**config.mk**
```make
export PLATFORM = sky130hd
export DESIGN_NAME = system_clock_frequency_decode
export DESIGN_NICKNAME = d
export VERILOG_FILES = /design/src/rtl/sfd_pkg.sv /design/src/rtl/system_clock_frequency_decode.sv
export SDC_FILE = /design/constraint.sdc
export NUM_CORES = 1
export LEC_CHECK = 0
export BUFFER_PORTS_ARGS = -buffer_cell sky130_fd_sc_hd__clkbuf_2
export CELL_PAD_IN_SITES_DETAIL_PLACEMENT = 1
export CELL_PAD_IN_SITES_GLOBAL_PLACEMENT = 2
export CORE_MARGIN = 2
export CORE_UTILIZATION = 35
export CTS_CLUSTER_DIAMETER = 80
export CTS_CLUSTER_SIZE = 10
export DETAILED_ROUTE_END_ITERATION = 6
export GPL_ROUTABILITY_DRIVEN = 0
export HOLD_SLACK_MARGIN = 0.03
export PLACE_DENSITY_LB_ADDON = 0.1
export SLEW_MARGIN = 25
export SYNTH_ARGS = -nofsm -noshare
export SYNTH_HDL_FRONTEND = slang
export SYNTH_SLANG_ARGS = --single-unit
```
**constraint.sdc**
```tcl
create_clock -name clk -period 22.6 [get_ports clk]
set_input_delay 4.52 -clock clk [delete_from_list [all_inputs] [get_ports clk]]
set_output_delay 4.52 -clock clk [all_outputs]
set_load 0.03 [all_outputs]
```
**src/rtl/sfd_pkg.sv**
```systemverilog
// sfd_pkg: shared types, constants and the crystal lookup for the system clock decode
// used by system_clock_frequency_decode and its port checker; no dependencies

package sfd_pkg;

  // result and divider widths
  localparam int FREQ_W          = 29;  // up to 400 MHz
  localparam int DIV_W           = 8;   // divisor 1 .. 128
  localparam int REM_W           = 7;   // remainder below the divisor
  localparam int STEPS_PER_STG   = 4;   // quotient bits resolved per divider stage
  localparam int NUM_DIV_STG     = (FREQ_W + STEPS_PER_STG - 1) / STEPS_PER_STG;
  localparam int CRYSTAL_ENTRIES = 27;

  // fixed frequencies in hertz
  localparam logic [FREQ_W-1:0] HZ_PLL_400 = 29'd400000000;
  localparam logic [FREQ_W-1:0] HZ_PLL_200 = 29'd200000000;
  localparam logic [FREQ_W-1:0] HZ_PIOSC   = 29'd16000000;
  localparam logic [FREQ_W-1:0] HZ_PIOSC4  = 29'd4000000;
  localparam logic [FREQ_W-1:0] HZ_LFIOSC  = 29'd33000;
  localparam logic [FREQ_W-1:0] HZ_32K     = 29'd32768;

  // oscillator source codes
  localparam logic [2:0] SRC_MOSC   = 3'd0;
  localparam logic [2:0] SRC_PIOSC  = 3'd1;
  localparam logic [2:0] SRC_PIOSC4 = 3'd2;
  localparam logic [2:0] SRC_LFIOSC = 3'd3;
  localparam logic [2:0] SRC_32K    = 3'd7;

  // crystal frequency per xtal code, reserved codes read as zero
  localparam logic [FREQ_W-1:0] XTAL_HZ [32] = '{
    29'd0, 29'd0, 29'd0, 29'd0, 29'd0, 29'd0,
    29'd4000000, 29'd4096000, 29'd4915200, 29'd5000000, 29'd5120000, 29'd6000000,
    29'd6144000, 29'd7372800, 29'd8000000, 29'd8192000, 29'd10000000, 29'd12000000,
    29'd12288000, 29'd13560000, 29'd14318180, 29'd16000000, 29'd16384000,
    29'd18000000, 29'd20000000, 29'd24000000, 29'd25000000,
    29'd0, 29'd0, 29'd0, 29'd0, 29'd0
  };

  // one divider pipeline stage
  typedef struct packed {
    logic [FREQ_W-1:0] quot;     // dividend bits still to go, quotient bits shifted in
    logic [REM_W-1:0]  rem;
    logic [DIV_W-1:0]  divisor;
    logic              setup_valid;
  } sfd_stage_t;

  // crystal lookup with the table length applied
  function automatic logic [FREQ_W-1:0] crystal_hz(logic [4:0] idx);
    logic [FREQ_W-1:0] val;
    val = XTAL_HZ[idx];
    if (int'(idx) >= CRYSTAL_ENTRIES) begin
      val = '0;
    end
    return val;
  endfunction

endpackage

```
**src/rtl/system_clock_frequency_decode.sv**
```systemverilog
// system_clock_frequency_decode: decodes a clock configuration snapshot into hertz
// depends on sfd_pkg for widths, source codes and the crystal table
//
//   channel | ports                                  | direction
//   --------+----------------------------------------+----------
//   in      | in_valid/in_ready, in_rcc_word, in_rcc2_word | input
//   out     | out_valid/out_ready, out_frequency_hz, out_setup_valid | output
//
// one snapshot enters per cycle while out_ready does not stall the pipeline; its result is
// offered after the decode into the first register, then a restoring divider resolving four
// quotient bits a stage
// rst_n clears the stage valid bits only; data registers are not reset
// a stall on out_ready freezes the whole pipeline and drops in_ready

module system_clock_frequency_decode
  import sfd_pkg::*;
(
  input  logic              clk,
  input  logic              rst_n,
  input  logic              in_valid,
  output logic              in_ready,
  input  logic [31:0]       in_rcc_word,
  input  logic [31:0]       in_rcc2_word,
  output logic              out_valid,
  input  logic              out_ready,
  output logic [FREQ_W-1:0] out_frequency_hz,
  output logic              out_setup_valid
);

  sfd_stage_t stg_r   [NUM_DIV_STG+1];
  sfd_stage_t stg_nxt [NUM_DIV_STG+1];
  logic       vld_r   [NUM_DIV_STG+1];
  logic       vld_nxt [NUM_DIV_STG+1];
  logic       advance;

  // a group of restoring division steps
  function automatic sfd_stage_t div_steps(sfd_stage_t s, int base);
    sfd_stage_t       t;
    logic [REM_W:0]   trial;
    logic             qbit;
    t = s;
    for (int i = 0; i < STEPS_PER_STG; i++) begin
      if (base + i < FREQ_W) begin
        trial  = {t.rem, t.quot[FREQ_W-1]};
        qbit   = (trial >= t.divisor);
        t.quot = {t.quot[FREQ_W-2:0], qbit};
        if (qbit) begin
          t.rem = REM_W'(trial - t.divisor);
        end else begin
          t.rem = trial[REM_W-1:0];
        end
      end
    end
    return t;
  endfunction

  // pipeline moves whenever the output slot is free or being taken
  assign advance  = !vld_r[NUM_DIV_STG] || out_ready;
  assign in_ready = advance;

  // field decode into dividend and divisor
  always_comb begin
    logic              ovr;
    logic [2:0]        src;
    logic              bypass;
    logic              pll_on;
    logic              use_div;
    logic              ok;
    logic              pll_cap;
    logic [FREQ_W-1:0] src_hz;
    logic [DIV_W-1:0]  sys_div;
    logic [FREQ_W-1:0] num;
    logic [DIV_W-1:0]  dvs;

    ovr     = in_rcc2_word[31];
    use_div = in_rcc_word[22];
    ok      = 1'b1;
    pll_cap = 1'b0;
    src_hz  = '0;
    if (ovr) begin
      src     = in_rcc2_word[6:4];
      bypass  = in_rcc2_word[11];
      pll_on  = !in_rcc2_word[13];
      sys_div = {2'b00, in_rcc2_word[28:23]} + 8'd1;
    end else begin
      src     = {1'b0, in_rcc_word[5:4]};
      bypass  = in_rcc_word[11];
      pll_on  = !in_rcc_word[13];
      sys_div = {4'b0000, in_rcc_word[26:23]} + 8'd1;
    end

    // oscillator source
    unique case (src)
      SRC_MOSC: begin
        // oscillator disable is honoured only under override
        if (ovr && in_rcc_word[0]) begin
          ok = 1'b0;
        end else begin
          src_hz  = crystal_hz(in_rcc_word[10:6]);
          pll_cap = 1'b1;
        end
      end
      SRC_PIOSC: begin
        src_hz  = HZ_PIOSC;
        pll_cap = 1'b1;
      end
      SRC_PIOSC4: src_hz = HZ_PIOSC4;
      SRC_LFIOSC: src_hz = HZ_LFIOSC;
      SRC_32K:    src_hz = HZ_32K;
      default:    ok = 1'b0;
    endcase

    // bypass or pll path
    num = '0;
    dvs = 8'd1;
    if (ok) begin
      if (bypass) begin
        num = src_hz;
        if (use_div) begin
          dvs = sys_div;
        end
      end else if (pll_cap) begin
        if (!pll_on) begin
          ok = 1'b0;
        end else if (ovr && in_rcc2_word[30]) begin
          num = HZ_PLL_400;
          dvs = {1'b0, in_rcc2_word[28:23], in_rcc2_word[22]} + 8'd1;
        end else begin
          num = HZ_PLL_200;
          dvs = sys_div;
        end
      end else begin
        num = src_hz;
      end
    end

    stg_nxt[0].quot        = num;
    stg_nxt[0].rem         = '0;
    stg_nxt[0].divisor     = dvs;
    stg_nxt[0].setup_valid = ok;
    vld_nxt[0]             = in_valid;

    // divider stages
    for (int k = 1; k <= NUM_DIV_STG; k++) begin
      stg_nxt[k] = div_steps(stg_r[k-1], (k - 1) * STEPS_PER_STG);
      vld_nxt[k] = vld_r[k-1];
    end
  end

  // stage valid bits
  always_ff @(posedge clk) begin
    if (!rst_n) begin
      for (int k = 0; k <= NUM_DIV_STG; k++) begin
        vld_r[k] <= 1'b0;
      end
    end else if (advance) begin
      for (int k = 0; k <= NUM_DIV_STG; k++) begin
        vld_r[k] <= vld_nxt[k];
      end
    end
  end

  // stage data
  always_ff @(posedge clk) begin
    if (advance) begin
      for (int k = 0; k <= NUM_DIV_STG; k++) begin
        stg_r[k] <= stg_nxt[k];
      end
    end
  end

  assign out_valid        = vld_r[NUM_DIV_STG];
  assign out_frequency_hz = stg_r[NUM_DIV_STG].quot;
  assign out_setup_valid  = stg_r[NUM_DIV_STG].setup_valid;

endmodule

```
==> flow_metrics.py <==
metrics = {
    "job": {
        "max-cap-violations": 0,
    },
    "synth": {
        "async_flop_share_pct": 0,
        "avgSynthCellArea_um2": 11.8,
        "synthesis.area_um2": 23000,
        "synth_compound_area_share_pct": 13.1,
        "synth_top_cell_by_area": "edfxtp_1",
        "syn_inst": 1950,
        "seq_area_frac_synth_pct": 48.3,
        "synth_fp_nets": 2278,
        "synth_top_area_share_pct": 48.3,
        "synth-xor-area-share_pct": 4.58,
        "synth.most_common_cell": "edfxtp_1",
        "ys_top_cells_by_area": "edfxtp_1 48%, ha_1 13%, mux2_2 5.3%, xnor2_1 2.9%, a21oi_1 2.8%",
        "synth_top_family_by_area": "adder cells",
        "yosysWarningCount": 0,
        "synthAdderAreaFrac_pct": 15.0,
        "synthFlopType": "edfxtp_1",
        "ys_types": 75,
        "synth-edff-count": 369,
        "muxShareOfSynthArea_pct": 6.98,
        "synthSimpleGateAreaFrac_pct": 7.92,
        "synthTopCellsByCount": "369 x edfxtp_1, 234 x ha_1, 160 x inv_1",
        "synth_seq_cells": 369,
    },
    "timing": {
        "tns_ns": 0,
        "slew_violations": 0,
        "tightest_slew_ns": 0.905,
        "period_share_pct": 43.5,
        "rsz0062_at_grt": "no",
        "fmax_mhz": 102,
        "hold_viol": 0,
        "setup_violations": 0,
        "slew_headroom_pct": 39.7,
        "period_needed_ns": 9.84,
        "clock_skew_ns": 0.0102,
    },
    "final_layout": {
        "filler_cell_count": 6968,
        "drive_gt1_share_pct": 13.0,
        "fin_nets": 2342,
        "synthToLayoutAreaGrowth_pct": 10.5,
    },
    "route": {
        "vias_per_cell": 5.12,
        "wl_um": 51900,
        "ant_nets": 0,
        "vias": 14700,
        "dr.pass1.iters": 5,
        "wl_per_cell_um": 18.0,
        "post-route-drc-count": 0,
        "drt_iter0_markers": 630,
    },
    "worst_setup_path": {
        "worst_setup_path_start_kind": "primary input",
        "cp_num_buf_inv": 2,
        "cp.arrival_ns": 5.32,
        "critPathCaptureType": "output port",
        "crit_top_cell": "clkbuf_2",
        "critical-path-max-stage-delay_ns": 0.38,
        "path_cells": "clkbuf_2, nand2b_4, clkbuf_2",
        "cpMaxStageDelayCell": "nand2b_4",
        "worst-path-max-fanout": 19,
        "critical_path_class": "in -> out",
        "cp_top_family": "buffers and inverters",
        "worstPathRequired_ns": 18.08,
    },
    "clock_network": {
        "numCtsBuffers": 45,
        "cts_buffer_depth": 3,
        "cts_resized": 0,
        "tritoncts": "done",
        "clock-sinks": 369,
        "h-tree-depth": 2,
        "cts-root-buf": "clkbuf_16",
        "cts_setup_buffers": 0,
        "postCtsHoldBufs": 0,
        "path_clk_slew_ns": 0.05,
        "insertion_delay_ns": 0.57,
    },
    "outcome": {
        "outcome": "finished clean",
    },
    "global_route": {
        "gr-total-overflow": 0,
        "grt_pass1_vias": 15400,
        "antenna_found_initial": 0,
        "grt_max_degree": 140,
        "grt_pass1_wl_um": 83500,
        "groute.usage.overall_pct": 15.4,
    },
    "floorplanning": {
        "fp.coreArea_um2": 64700,
        "die_area_um2": 67600,
        "initial_utilization_pct": 35.5,
        "die_h_um": 260,
        "io_pins": 100,
        "die_w_um": 260,
        "floorplan.rows": 93,
    },
    "min_path": {
        "hp-class": "reg -> reg",
    },
    "place": {
        "dp_hpwl_um": 39300,
        "portBuffers": 64,
    },
}
[cells by family (layout without fill, tap and decap cells)]
family / Yosys count / count (layout)
adders and majority gates: 260 / 260
muxes: 145 / 145
xor gates and xnor gates: 120 / 120
buffers and inverters: 217 / 289
and+or+nand+nor: 365 / 365
other: 0 / 1
DFF: 369 / 369
AOI/OAI and AO/OA: 474 / 474
[cell type report]
type	instances	area [um^2]	share of cell area (%)
well taps	855	1070	4.22
clock inverters	10	110	0.434
repair buffers	70	398	1.57
inverters	164	618	2.44
diodes	1	2.50	0.00987
clock buffers	45	1130	4.44
multi-input cells	1364	10900	43.2
flip-flops and latches	369	11100	43.7
[flip-flops by register name, summed over array words and instances, names as in the netlist]
register	count
vld_r	9
stg_r	360
[metal layers]
metal | track usage [%] | wire, um
met5 | 0 | 0
met4 | 3.62 | 959
met3 | 2.30 | 1500
met1 | 21.5 | 25500
met2 | 25.4 | 23900
[per-stage QoR]
| stage | hold WS, ns | setup slack [ns] | cell area [um^2] | cells | util [%] |
|---|---|---|---|---|---|
| after floorplan | 0.400 | 3.38 | 23000 | 1950 | - |
| after global placement | 0.400 | 12.73 | 24100 | 2821 | 37.2 |
| after detailed placement | 0.405 | 12.73 | 24100 | 2821 | 37.2 |
| after CTS | 0.414 | 12.72 | 25300 | 2876 | 39.1 |
| after global routing | 0.418 | 12.39 | 25300 | 2877 | 39.2 |
| final | 0.413 | 12.76 | 25400 | 2878 | 39.2 |
[path summary, 6_finish.rpt]
kind | startpoint | to | slack (ns) | cells past startpoint
setup / recovery | out_ready | in_ready | 12.76 | 3
hold / removal | stg_r[0][21] | stg_r[0][70] | 0.41 | 0
setup reg to reg | stg_r[0][272] | stg_r[0][326] | 13.18 | 32
hold reg to reg | stg_r[0][21] | stg_r[0][70] | 0.41 | 0
[cell usage in the layout (no fill, tap or decap), drive strengths merged, types with 8 or more instances in the layout]
master  instances
a211oi         16
a21boi         14
a21o           54
a21oi         133
a31oi          17
and3           14
and4           16
clkbuf        109
clkinv          8
edfxtp        369
fa             26
ha            234
inv           165
mux2          112
mux2i          33
nand2          90
nand2b         30
nand3          17
nand4          14
nor2           99
nor2b          40
nor3           21
o21a           30
o21ai         128
o21bai         14
o31a            8
o31ai          10
or2             9
xnor2          76
xor2           44
[worst register-to-register path: cells and delay by family (launching register included)]
family	cells	cell delay, ns
AO/OA/AOI/OAI	13	3.22
adder cells (fa/ha/maj)	5	1.70
buffers and inverters	3	0.65
flip-flops	1	0.56
multiplexers	3	1.04
AND/OR/NAND/NOR	8	1.99
Power is left out: the tool's default activity adds up to more than one toggle a clock period on the data nets, which glitch-free logic cannot reach.
